$ cat config.mk
export PLATFORM = sky130hd
export DESIGN_NAME = ima_coef_build
export DESIGN_NICKNAME = d
export VERILOG_FILES = /design/src/ima_pkg.sv /design/src/ima_cordic.sv /design/src/ima_coef_build.sv
export SDC_FILE = /design/constraint.sdc
export NUM_CORES = 2
export LEC_CHECK = 0
export BUFFER_PORTS_ARGS = -buffer_cell sky130_fd_sc_hd__buf_2
export CELL_PAD_IN_SITES_DETAIL_PLACEMENT = 1
export CELL_PAD_IN_SITES_GLOBAL_PLACEMENT = 1
export CORE_ASPECT_RATIO = 1.4
export CORE_UTILIZATION = 30
export DETAILED_ROUTE_END_ITERATION = 10
export PLACE_DENSITY_LB_ADDON = 0.15
export RECOVER_POWER = 50
export SYNTH_ARGS = -nofsm -noshare
export SYNTH_HDL_FRONTEND = slang
export SYNTH_SLANG_ARGS = --single-unit
$ cat constraint.sdc
create_clock -name clk -period 14.15 [get_ports clk]
set_clock_uncertainty 0.1 [all_clocks]
set_input_delay 0 -clock clk [delete_from_list [all_inputs] [get_ports clk]]
set_output_delay 0 -clock clk [all_outputs]
set_load 0.05 [all_outputs]
$ cat src/ima_pkg.sv
// Shared types, constants and tables for the IMU mount alignment block.
// Used by the CORDIC, the coefficient builder,
// the sample datapath and the top level.
`timescale 1ns / 1ps
`default_nettype none
package ima_pkg;

  localparam int CORDIC_STEPS_DEF = 16;
  localparam int SAMPLE_BITS_DEF  = 16;

  localparam int FIELD_W = 16;
  localparam int COEF_W  = 18;
  localparam int IDX_W   = 3;
  localparam int NCOEF   = 9;

  localparam logic signed [17:0] ANG_HALF    = 18'sd23040;
  localparam logic signed [17:0] ANG_TURN    = 18'sd46080;
  localparam logic signed [17:0] ANG_QUARTER = 18'sd11520;
  localparam logic signed [33:0] CORDIC_GAIN = 34'sd652032875;
  localparam logic signed [COEF_W-1:0] COEF_ONE = 18'sd65536;

  typedef logic signed [COEF_W-1:0] coef_t;

  typedef enum logic [IDX_W-1:0] {
    REG_YAW     = 3'd0,
    REG_PITCH   = 3'd1,
    REG_ROLL    = 3'd2,
    REG_SCALE_X = 3'd3,
    REG_SCALE_Y = 3'd4,
    REG_SCALE_Z = 3'd5
  } reg_idx_t;

  typedef enum logic [2:0] {
    OP_CY, OP_SY, OP_CP, OP_SP, OP_CR, OP_SR, OP_ONE, OP_ZERO
  } op_sel_t;

  typedef struct packed {
    op_sel_t a;
    op_sel_t b;
    op_sel_t c;
    logic    neg;
  } term_t;

  typedef struct packed {
    logic signed [FIELD_W-1:0] gyro_x_in;
    logic signed [FIELD_W-1:0] gyro_y_in;
    logic signed [FIELD_W-1:0] gyro_z_in;
    logic signed [FIELD_W-1:0] accel_x_in;
    logic signed [FIELD_W-1:0] accel_y_in;
    logic signed [FIELD_W-1:0] accel_z_in;
  } sample_in_t;

  typedef struct packed {
    logic signed [FIELD_W-1:0] gyro_x_out;
    logic signed [FIELD_W-1:0] gyro_y_out;
    logic signed [FIELD_W-1:0] gyro_z_out;
    logic signed [FIELD_W-1:0] accel_x_out;
    logic signed [FIELD_W-1:0] accel_y_out;
    logic signed [FIELD_W-1:0] accel_z_out;
  } sample_out_t;

  typedef struct packed {
    logic [IDX_W-1:0]   addr;
    logic [FIELD_W-1:0] wdata;
  } cfg_word_t;

  typedef struct packed {
    logic               start;
    logic signed [15:0] angle;
  } cordic_req_t;

  typedef struct packed {
    logic                     done;
    logic signed [COEF_W-1:0] cos_v;
    logic signed [COEF_W-1:0] sin_v;
  } cordic_resp_t;

  // arctan(2^-i) in units of 2^-23 degree
  function automatic logic [28:0] cordic_atan(input logic [4:0] i);
    logic [28:0] r;
    case (i)
      5'd0:  r = 29'd377487360;
      5'd1:  r = 29'd222843801;
      5'd2:  r = 29'd117744544;
      5'd3:  r = 29'd59768969;
      5'd4:  r = 29'd30000467;
      5'd5:  r = 29'd15014858;
      5'd6:  r = 29'd7509261;
      5'd7:  r = 29'd3754860;
      5'd8:  r = 29'd1877459;
      5'd9:  r = 29'd938733;
      5'd10: r = 29'd469367;
      5'd11: r = 29'd234683;
      5'd12: r = 29'd117342;
      5'd13: r = 29'd58671;
      5'd14: r = 29'd29335;
      5'd15: r = 29'd14668;
      5'd16: r = 29'd7334;
      5'd17: r = 29'd3667;
      5'd18: r = 29'd1833;
      5'd19: r = 29'd917;
      5'd20: r = 29'd458;
      5'd21: r = 29'd229;
      5'd22: r = 29'd115;
      5'd23: r = 29'd57;
      default: r = 29'd0;
    endcase
    return r;
  endfunction

  // Each coefficient is +-a*b*c +- a*b*c; a unit factor stands for the 2^16 scale.
  function automatic term_t coef_term(input logic [3:0] ci, input logic tsel);
    term_t t;
    t = '{OP_ZERO, OP_ZERO, OP_ZERO, 1'b0};
    case ({ci, tsel})
      {4'd0, 1'b0}: t = '{OP_CY, OP_CR, OP_ONE, 1'b0};
      {4'd0, 1'b1}: t = '{OP_SY, OP_SP, OP_SR,  1'b0};
      {4'd1, 1'b0}: t = '{OP_CP, OP_SY, OP_ONE, 1'b0};
      {4'd2, 1'b0}: t = '{OP_CY, OP_SR, OP_ONE, 1'b0};
      {4'd2, 1'b1}: t = '{OP_CR, OP_SY, OP_SP,  1'b1};
      {4'd3, 1'b0}: t = '{OP_CY, OP_SP, OP_SR,  1'b0};
      {4'd3, 1'b1}: t = '{OP_CR, OP_SY, OP_ONE, 1'b1};
      {4'd4, 1'b0}: t = '{OP_CY, OP_CP, OP_ONE, 1'b0};
      {4'd5, 1'b0}: t = '{OP_SY, OP_SR, OP_ONE, 1'b1};
      {4'd5, 1'b1}: t = '{OP_CY, OP_CR, OP_SP,  1'b1};
      {4'd6, 1'b0}: t = '{OP_CP, OP_SR, OP_ONE, 1'b1};
      {4'd7, 1'b0}: t = '{OP_SP, OP_ONE, OP_ONE, 1'b0};
      {4'd8, 1'b0}: t = '{OP_CP, OP_CR, OP_ONE, 1'b0};
      default:      t = '{OP_ZERO, OP_ZERO, OP_ZERO, 1'b0};
    endcase
    return t;
  endfunction

endpackage
`default_nettype wire

$ cat src/ima_cordic.sv
// Iterative rotation-mode CORDIC: sine and cosine of a mount angle in Q1.16.
// Depends on ima_pkg for the arctan table and request/response structs.
`timescale 1ns / 1ps
`default_nettype none
module ima_cordic import ima_pkg::*; #(
  parameter int CORDIC_STEPS = CORDIC_STEPS_DEF
) (
  input  logic         clk,
  input  logic         rst,
  input  cordic_req_t  req,
  output cordic_resp_t resp
);

  localparam int CW = $clog2(CORDIC_STEPS);
  localparam logic [CW-1:0] LAST = CW'(CORDIC_STEPS - 1);

  typedef enum logic [1:0] {C_IDLE, C_RUN, C_DONE} cstate_t;

  cstate_t            state;
  logic signed [33:0] x, y, z;
  logic               flip;
  logic [CW-1:0]      cnt;

  logic signed [17:0] a0, a1, a2;
  logic               f_in;
  logic signed [33:0] xs, ys, at, xr, yr;
  logic signed [COEF_W-1:0] xc, yc;

  // wrap into [-180,180), then fold into [-90,90]
  always_comb begin
    a0 = 18'(req.angle);
    if (a0 >= ANG_HALF) a1 = a0 - ANG_TURN;
    else if (a0 < -ANG_HALF) a1 = a0 + ANG_TURN;
    else a1 = a0;
    f_in = 1'b1;
    if (a1 > ANG_QUARTER) a2 = a1 - ANG_HALF;
    else if (a1 < -ANG_QUARTER) a2 = a1 + ANG_HALF;
    else begin
      a2   = a1;
      f_in = 1'b0;
    end
  end

  always_comb begin
    xs = x >>> cnt;
    ys = y >>> cnt;
    at = $signed({5'd0, cordic_atan(5'(cnt))});
    xr = (x + 34'sd8192) >>> 14;
    yr = (y + 34'sd8192) >>> 14;
    if (xr > 34'sd65536) xc = COEF_ONE;
    else if (xr < -34'sd65536) xc = -COEF_ONE;
    else xc = COEF_W'(xr);
    if (yr > 34'sd65536) yc = COEF_ONE;
    else if (yr < -34'sd65536) yc = -COEF_ONE;
    else yc = COEF_W'(yr);
  end

  assign resp.done  = (state == C_DONE);
  assign resp.cos_v = flip ? -xc : xc;
  assign resp.sin_v = flip ? -yc : yc;

  always_ff @(posedge clk) begin
    if (rst) begin
      state <= C_IDLE;
      cnt   <= '0;
    end else if (req.start) begin
      state <= C_RUN;
      cnt   <= '0;
      x     <= CORDIC_GAIN;
      y     <= '0;
      z     <= $signed({a2, 16'd0});
      flip  <= f_in;
    end else begin
      case (state)
        C_RUN: begin
          if (!z[33]) begin
            x <= x - ys;
            y <= y + xs;
            z <= z - at;
          end else begin
            x <= x + ys;
            y <= y - xs;
            z <= z + at;
          end
          if (cnt == LAST) state <= C_DONE;
          else cnt <= cnt + 1'b1;
        end
        C_DONE:  state <= C_IDLE;
        default: state <= C_IDLE;
      endcase
    end
  end

endmodule
`default_nettype wire

$ cat src/ima_coef_build.sv
// Rotation matrix builder: three CORDIC runs, then each coefficient as a sum
// of triple products on a shift-add multiplier. Depends on ima_pkg, ima_cordic.
`timescale 1ns / 1ps
`default_nettype none
module ima_coef_build import ima_pkg::*; #(
  parameter int CORDIC_STEPS = CORDIC_STEPS_DEF
) (
  input  logic               clk,
  input  logic               rst,
  input  logic               rebuild,
  input  logic signed [15:0] yaw,
  input  logic signed [15:0] pitch,
  input  logic signed [15:0] roll,
  output logic               busy,
  output coef_t              coef [NCOEF]
);

  localparam logic [4:0] MUL_LAST = 5'd17;
  localparam logic [3:0] CI_LAST  = 4'(NCOEF - 1);

  typedef enum logic [2:0] {
    B_IDLE, B_ANG, B_ANG_WAIT, B_LOAD1, B_MUL1, B_LOAD2, B_MUL2, B_ACC
  } bstate_t;

  bstate_t            state;
  logic [1:0]         ang_sel;
  coef_t              cy, sy, cp, sp, cr, sr;
  logic [3:0]         ci;
  logic               tsel;
  logic signed [53:0] acc, mcand, prod;
  logic [17:0]        mplier;
  logic [4:0]         mcnt;

  cordic_req_t  creq;
  cordic_resp_t cres;
  term_t        tm;
  coef_t        op_a, op_b, op_c;
  logic signed [53:0] prod_step, acc_sum, rnd;
  coef_t        coef_new;

  function automatic coef_t pick(input op_sel_t s, input coef_t vcy, input coef_t vsy,
                                 input coef_t vcp, input coef_t vsp, input coef_t vcr,
                                 input coef_t vsr);
    coef_t r;
    case (s)
      OP_CY:   r = vcy;
      OP_SY:   r = vsy;
      OP_CP:   r = vcp;
      OP_SP:   r = vsp;
      OP_CR:   r = vcr;
      OP_SR:   r = vsr;
      OP_ONE:  r = COEF_ONE;
      default: r = '0;
    endcase
    return r;
  endfunction

  always_comb begin
    creq.start = (state == B_ANG);
    case (ang_sel)
      2'd0:    creq.angle = yaw;
      2'd1:    creq.angle = pitch;
      default: creq.angle = roll;
    endcase
  end

  ima_cordic #(.CORDIC_STEPS(CORDIC_STEPS)) u_cordic (
    .clk  (clk),
    .rst  (rst),
    .req  (creq),
    .resp (cres)
  );

  always_comb begin
    tm   = coef_term(ci, tsel);
    op_a = pick(tm.a, cy, sy, cp, sp, cr, sr);
    op_b = pick(tm.b, cy, sy, cp, sp, cr, sr);
    op_c = pick(tm.c, cy, sy, cp, sp, cr, sr);
    // the top multiplier bit carries negative weight
    if (!mplier[0]) prod_step = prod;
    else if (mcnt == MUL_LAST) prod_step = prod - mcand;
    else prod_step = prod + mcand;
    acc_sum = tm.neg ? acc - prod : acc + prod;
    rnd = (acc_sum + 54'sd2147483648) >>> 32;
    if (rnd > 54'sd65536) coef_new = COEF_ONE;
    else if (rnd < -54'sd65536) coef_new = -COEF_ONE;
    else coef_new = COEF_W'(rnd);
  end

  assign busy = (state != B_IDLE);

  always_ff @(posedge clk) begin
    if (rst) begin
      state   <= B_ANG;
      ang_sel <= 2'd0;
      ci      <= '0;
      tsel    <= 1'b0;
      mcnt    <= '0;
    end else if (rebuild) begin
      state   <= B_ANG;
      ang_sel <= 2'd0;
    end else begin
      case (state)
        B_ANG: state <= B_ANG_WAIT;
        B_ANG_WAIT: begin
          if (cres.done) begin
            case (ang_sel)
              2'd0: begin
                cy <= cres.cos_v;
                sy <= cres.sin_v;
              end
              2'd1: begin
                cp <= cres.cos_v;
                sp <= cres.sin_v;
              end
              default: begin
                cr <= cres.cos_v;
                sr <= cres.sin_v;
              end
            endcase
            if (ang_sel == 2'd2) begin
              ci    <= '0;
              tsel  <= 1'b0;
              acc   <= '0;
              state <= B_LOAD1;
            end else begin
              ang_sel <= ang_sel + 1'b1;
              state   <= B_ANG;
            end
          end
        end
        B_LOAD1: begin
          mcand  <= 54'(op_a);
          mplier <= op_b;
          prod   <= '0;
          mcnt   <= '0;
          state  <= B_MUL1;
        end
        B_MUL1, B_MUL2: begin
          prod   <= prod_step;
          mcand  <= mcand <<< 1;
          mplier <= mplier >> 1;
          mcnt   <= mcnt + 1'b1;
          if (mcnt == MUL_LAST) state <= (state == B_MUL1) ? B_LOAD2 : B_ACC;
        end
        B_LOAD2: begin
          mcand  <= prod;
          mplier <= op_c;
          prod   <= '0;
          mcnt   <= '0;
          state  <= B_MUL2;
        end
        B_ACC: begin
          if (tsel) begin
            coef[ci] <= coef_new;
            acc      <= '0;
            tsel     <= 1'b0;
            if (ci == CI_LAST) state <= B_IDLE;
            else begin
              ci    <= ci + 1'b1;
              state <= B_LOAD1;
            end
          end else begin
            acc   <= acc_sum;
            tsel  <= 1'b1;
            state <= B_LOAD1;
          end
        end
        default: state <= B_IDLE;
      endcase
    end
  end

  a_idle_holds: assert property (@(posedge clk) disable iff (rst)
    !busy && !rebuild |=> $stable(coef[0]) && $stable(coef[4]) && $stable(coef[8]))
    else $error("coefficients changed while builder idle");

  a_restart: assert property (@(posedge clk) disable iff (rst)
    rebuild |=> state == B_ANG && ang_sel == 2'd0)
    else $error("rebuild request did not restart at yaw");

  a_mul_count: assert property (@(posedge clk) disable iff (rst)
    (state == B_MUL1 || state == B_MUL2) |-> mcnt <= MUL_LAST)
    else $error("multiplier step count overran");

endmodule
`default_nettype wire

=== Word-level counts from Yosys, hierarchy flattened ===
Memory sizes are Yosys's and may differ from the RTL's. A register that Yosys moved wholly into a read port is not among the register bits.
Index checks and enable logic that the tools add are counted.

* Memories kept: 2
* Bits in read-only memories: 784
* Memory bits (writable): 0
* Flip-flop bits (word level): 574
* Bits in latches: 0
* Bits of input ports: 51

{| class="wikitable"
|+ Memory list
! name !! words !! width !! rd ports !! clocked after Yosys merged registers in !! wr ports !! line !! source
|-
| (name not given) || 16 || 29 || 1 || 1 || 0 || ima_pkg.sv:81 || <nowiki>case (i)</nowiki>
|-
| (name not given) || 32 || 10 || 1 || 0 || 0 || ima_pkg.sv:115 || <nowiki>case ({ci, tsel})</nowiki>
|}

* Shift operators: 2
* Add/subtract/negate cells: 23
* Bitwise logic cells: 7
* Order comparisons: 12
* Multipliers: 0
* Reductions and logical operators: 31
* Divide/modulo/power cells: 0
* Multiplexer cells: 59
* Equal/unequal tests: 39

{| class="wikitable"
|+ Operators with widths
! operator !! number
|-
| $pmux W18 S7 || 3
|-
| $mux W54 || 6
|-
| $mux W34 || 7
|-
| $mux W18 || 13
|-
| $pmux W54 S2 || 2
|-
| $bwmux W162 || 1
|-
| $pmux W54 S3 || 1
|-
| $add A54 B54 Y54 || 2
|-
| $sub A54 B54 Y54 || 2
|-
| $demux W18 S4 || 1
|-
| $add A34 B15 Y34 const B || 2
|-
| $add A34 B34 Y34 || 2
|-
| $sshr A34 B4 Y34 || 2
|-
| $sub A34 B34 Y34 || 2
|-
| $add A54 B33 Y54 const B || 1
|-
| $pmux W18 S3 || 1
|-
| $gt A20 B18 Y1 const B || 2
|-
| $lt A20 B17 Y1 const B || 2
|-
| $eq A3 B3 Y1 const B || 13
|-
| $neg A18 Y18 || 2
|-
| $add A34 B30 Y34 || 1
|-
| $sub A34 B30 Y34 || 1
|-
| $pmux W16 S2 || 1
|-
| $eq A3 B2 Y1 const B || 8
|-
| 44 further kinds || 95
|}

=== Depth between registers and ports, before layout ===
* Depth after elaboration: 9
* Mapped depth: 31

=== By module ===
A second synthesis with hierarchy kept.

* Cells, all modules: 5,091
* Area total of the unflattened synthesis: 47,400.5 um^2

{| class="wikitable"
|+ Modules (own cells, without submodules)
! module !! cells an instance !! instances !! area an instance (um^2) !! seq. area each (um^2)
|-
| ima_coef_build || 2,656 || 1 || 28,079.4 || 13,813.2
|-
| ima_cordic || 2,435 || 1 || 19,321.0 || 3,793.6
|}

=== Worst setup path after synthesis ===
OpenSTA, ideal clock, no wires.

* Kind: reg-to-reg
* Start: register state[1]
* End: register u_cordic.x[0] (enable)
* Stages on the path, launching flop included: 7
* Data required time: 13.454 ns
* Arrival: 6.164 ns
* Slack: 7.290 ns
* Library setup time: 0.596 ns
* Clock period less this slack: 6.860 ns
* Cell sequence: dfxtp_1 > clkbuf_1 > nand2b_1 > or2_2 > clkbuf_1 > clkbuf_1 > a21oi_1

* Cells in the longest elaborated chain, start to end: 3

{| class="wikitable"
|+ RTL lines
! what !! line !! source
|-
| from (decl) || ima_coef_build.sv:25 || <nowiki>bstate_t state;</nowiki>
|-
| from (signal assigned) || ima_coef_build.sv:144 || <nowiki>if (mcnt == MUL_LAST) state <= (state == B_MUL1) ? B_LOAD2 : B_ACC;</nowiki>
|-
| $eq A3 B1 Y1 || ima_coef_build.sv:59 || <nowiki>creq.start = (state == B_ANG);</nowiki>
|-
| $reduce_bool A2 Y1 (no line) || n/a ||
|-
| $reduce_and A2 Y1 (no line) || n/a ||
|-
| to (signal assigned) || ima_cordic.sv:77 || <nowiki>x <= x - ys;</nowiki>
|-
| to (signal assigned) || ima_cordic.sv:81 || <nowiki>x <= x + ys;</nowiki>
|-
| to (decl) || ima_cordic.sv:20 || <nowiki>logic signed [33:0] x, y, z;</nowiki>
|}

No other way between the ends.
A chain may end at the register's enable or synchronous reset.

=== Worst setup path after layout ===
* Start: register prod[5]
* End: register coef[78] (netlist name), data pin

* Cells in the longest elaborated chain, start to end: 7
* Elaborated cells between the ends (all ways): 9
* Those cells by class: add/sub (3); order compare (2); mux (4)

{| class="wikitable"
|+ RTL lines
! what !! line !! source
|-
| from (decl) || ima_coef_build.sv:30 || <nowiki>logic signed [53:0] acc, mcand, prod;</nowiki>
|-
| from (signal assigned) || ima_coef_build.sv:140 || <nowiki>prod <= prod_step;</nowiki>
|-
| $add A54 B54 Y54 or $sub A54 B54 Y54 (tied branches) || ima_coef_build.sv:83 || <nowiki>acc_sum = tm.neg ? acc - prod : acc + prod;</nowiki>
|-
| $mux W54 (*) || ima_coef_build.sv:83 ||
|-
| $add A54 B33 Y54 (*) || ima_coef_build.sv:84 || <nowiki>rnd = (acc_sum + 54'sd2147483648) >>> 32;</nowiki>
|-
| $lt A22 B17 Y1 || ima_coef_build.sv:86 || <nowiki>else if (rnd < -54'sd65536) coef_new = -COEF_ONE;</nowiki>
|-
| $mux W18 || ima_coef_build.sv:86 ||
|-
| $mux W18 (*) || ima_coef_build.sv:85 || <nowiki>if (rnd > 54'sd65536) coef_new = COEF_ONE;</nowiki>
|-
| net coef_new[6] || ima_coef_build.sv:39 || <nowiki>coef_t coef_new;</nowiki>
|-
| $bwmux W162 (*) || ima_coef_build.sv:155 || <nowiki>coef[ci] <= coef_new;</nowiki>
|-
| to (signal, indexed assignment) || ima_coef_build.sv:155 ||
|-
| to (decl) || ima_coef_build.sv:15 || <nowiki>output coef_t coef [NCOEF]</nowiki>
|}

Mark *: on every way through the listed nets, which the timed path passes. The rest lies on a longest branch.

==> summary.txt <==
Port Buf Inserts - 213
most frequent CP cell - nor2_1
IO Pins - 214
hold_ws - 0.186 ns
wirelength, routed - 159000 um
fraction of registers with async set/reset - 0%
total CTS buffers - 75
H-tree depth - 3
Slew Viols, Final - 666
vias in the first global route - 39300
Area growth syn-to-layout - 13.1%
Die H - 458 um
Clock transition at path regs - 0.06 ns
Crit Path Category - register to register
clk_lat worst skew - 0.71 ns
Site Rows - 166
root buffer cell - clkbuf_16
FF-to-FF Start - prod[5]
CP Data Required Time - 14.44 ns
antenna-violating nets left - 0
syn_area_per_cell - 9.52 sq um
hold path cells - 7
cts repair resizes - 0
share of the synthesized area in the top cell type - 37.3%
R2R cell count - 25
Initial Util - 30.3%
layout cell share with drive strength beyond 1 - 8.37%
routability cong. - 0.848
nets@finish - 5133
max frequency - 106 MHz
first-pass GRT wire length - 242000 um
Core Region - 0.147 sq mm
# DRC - 0
initial drt markers - 1838
Peak VDD IR - 148 uV
Pre-antenna DRT Iters - 5
crit share post-route - 66.5%
Synth cell types - 105
CP startpoint - prod[5]
run status - finished with violations
cell family with most CP delay - simple AND/OR/NAND/NOR gates
number of synthesized flops with an enable pin - 553
post-CTS setup buffers - 0
Levels on crit path - 25
worst setup path endpoint - coef[78]
synth top area cells - edfxtp_1 37%, ha_1 7.0%, a21oi_1 4.6%
Synth Instances - 4674
drt via density - 5.44
failing checks - capacitance limit, slew limit
Bufs and invs on worst path - 0
CP max stage cell - a211oi_1
cell accounting for the most synthesized area - edfxtp_1
startpoint type of the worst setup path - register
worst-margin pin slew - 4.68 ns
Setup violations, final - 0
max-cap violation count - 18
Yosys warnings - 0
Antenna Cells - 0
total negative slack - 0 ns
Max-slew headroom - -212%
Mapped Area - 0.0445 sq mm
min Tclk post-route - 9.41 ns
ys flop type - edfxtp_1
Final Hold Fails - 0
grt total ovfl - 0
pin count of the biggest net entering global routing - 72
Pleak - 0.0186 uW
HP Class - primary input to register
dpl hpwl - 118000 um
crit path DAT - 9.70 ns
sequential fraction of the synthesis area - 39.6%
power density over the cells - 135 mW/mm^2
max incr delay on CP - 1.02 ns
flops & latches, synth - 603
Worst Setup End Kind - register
CTS Sinks - 603
post-synth net total - 4980
worst reg2reg path endpoint - coef[78]
CTS tree - done
antenna violations before repair - 2
Die X - 327 um
Via Count - 37100
gr usage total - 20.9%
slack of the worst reg-to-reg path - 4.74 ns
Avg WL per Cell - 23.3 um
die area - 0.150 sq mm
crit-path max FO - 16
RSZ-0062 raised after global routing - no
Clock Path Buffers - 3
## what timing repair did
item / 4_1_cts / 5_1_grt
hold buffers: 23 / 0
endpoints found under the setup margin: 0 / 0
endpoints found under the hold margin: 28 / 0
## flip-flops by register name (all words and copies together) (netlist names)
name / count
u_cordic.cnt: 4
cr: 18
mcnt: 5
mcand: 54
u_cordic.y: 34
sp: 18
ci: 4
coef: 162
prod: 54
cp: 18
tsel: 1
ang_sel: 2
mplier: 18
u_cordic.at: 29
u_cordic.flip: 1
sr: 18
acc: 54
cy: 18
u_cordic.state: 2
u_cordic.z: 34
u_cordic.x: 34
sy: 18
state: 3
## cell usage in the layout, fill, tap and decap left out, types with 27 or more instances in the layout
cell         n
buf_4       55
clkbuf_1   192
nor2_1     487
mux4_2      48
o21a_1      42
a211oi_1    60
a31oi_1     56
and2_1      60
mux2i_1     76
mux2_2      42
a21o_1     101
a22oi_1     87
clkbuf_16   76
and3_1      48
nand2_1    411
or3_1       38
nand3_1     93
edfxtp_1   553
ha_1       250
a221o_1     71
nor3_1     105
buf_2       50
o31ai_1     30
inv_1      103
nand2b_1    63
nand4_1     42
nor4_1      27
o21bai_1    30
o21ai_0    241
dfxtp_1     46
a21oi_1    407
xor2_1     225
xnor2_1    231
nor2b_1     40
## synthesized netlist by cell type, drive strengths merged (7+ instances only)
cell type,count
nor2,492
edfxtp,553
mux2i,76
o211ai,23
clkbuf,182
and2,77
nand2b,64
mux4,48
a2111oi,7
and3,48
xnor2,233
nand2,411
a41oi,7
a31oi,57
mux2,42
a22o,12
buf,53
dfxtp,50
o21a,42
o211a,7
o21bai,30
nand3,95
o21ai,256
a21boi,18
a222oi,8
a211oi,61
nor2b,41
ha,250
a21o,101
o311ai,7
a221o,71
o31ai,32
nor4,31
nand4,42
a21oi,421
xor2,225
o22ai,19
or2,14
nor3,114
a22oi,87
or3,39
inv,105
o41ai,9
nor3b,14
## power by group
group          leakage (uW)  internal [uW]  switching [uW]  total, uW
clock network       0.00124           1180             881       2060
logic                0.0118           1000            1420       2420
registers           0.00558           2130             189       2320
## cell type report
cell class | count | area, sq um
sequential | 603 | 17600
clock buffer | 86 | 1950
fill | 16900 | 96300
inverter | 105 | 394
tap | 1932 | 2420
multi-input combinational | 3731 | 25700
timing repair buffer | 311 | 1580
clock inverter | 53 | 698
## cell families (layout without fill, tap and decap cells)
logic type	Yosys count	in the layout	synth area share, %
compound gates	1331	1331	19.5
xor+xnor	458	458	9.05
flops	603	603	39.6
buf+inv	340	555	3.12
simple gates	1521	1521	16.3
mux	166	166	5.20
fa+ha+maj	255	255	7.26
## tightest hold or removal path, stage by stage
cell and delay [ns]:
buf_2 0.08, a21oi_1 0.20, nand2_1 0.13, a21oi_1 0.17
xnor2_1 0.20, nand2_1 0.05, o21ai_0 0.06
## metal layers
layer	track usage [%]	routed length [um]
met5	0	0
met1	22.0	60200
met4	8.01	5710
met3	1.92	3610
met2	41.7	89600
## stage by stage
step / instance area (sq um) / total power (uW) / setup slack, ns / utilization (%) / std cells
6_report: 50300 / 6810 / 4.74 / 34.3 / 6821
5_1_grt: 50300 / 7230 / 3.79 / 34.3 / 6821
4_1_cts: 50600 / 6910 / 4.68 / 34.5 / 6821
3_5_place_dp: 47800 / 4800 / 4.68 / 32.6 / 6659
3_3_place_gp: 47800 / 4760 / 4.89 / 32.6 / 6659
2_1_floorplan: 44500 / 4120 / 7.29 / - / 4674
## worst min path at each step
stage	to	from	slack [ns]
after floorplan	tsel	rst	-0.01
after global routing	u_cordic.z[19]	yaw[3]	0.24
after global placement	u_cordic.z[21]	roll[5]	0.28
final	u_cordic.z[31]	roll[13]	0.19
after detailed placement	u_cordic.z[19]	roll[3]	0.30
after CTS	u_cordic.z[32]	yaw[14]	0.13
Power figures use the tool's default switching activity.
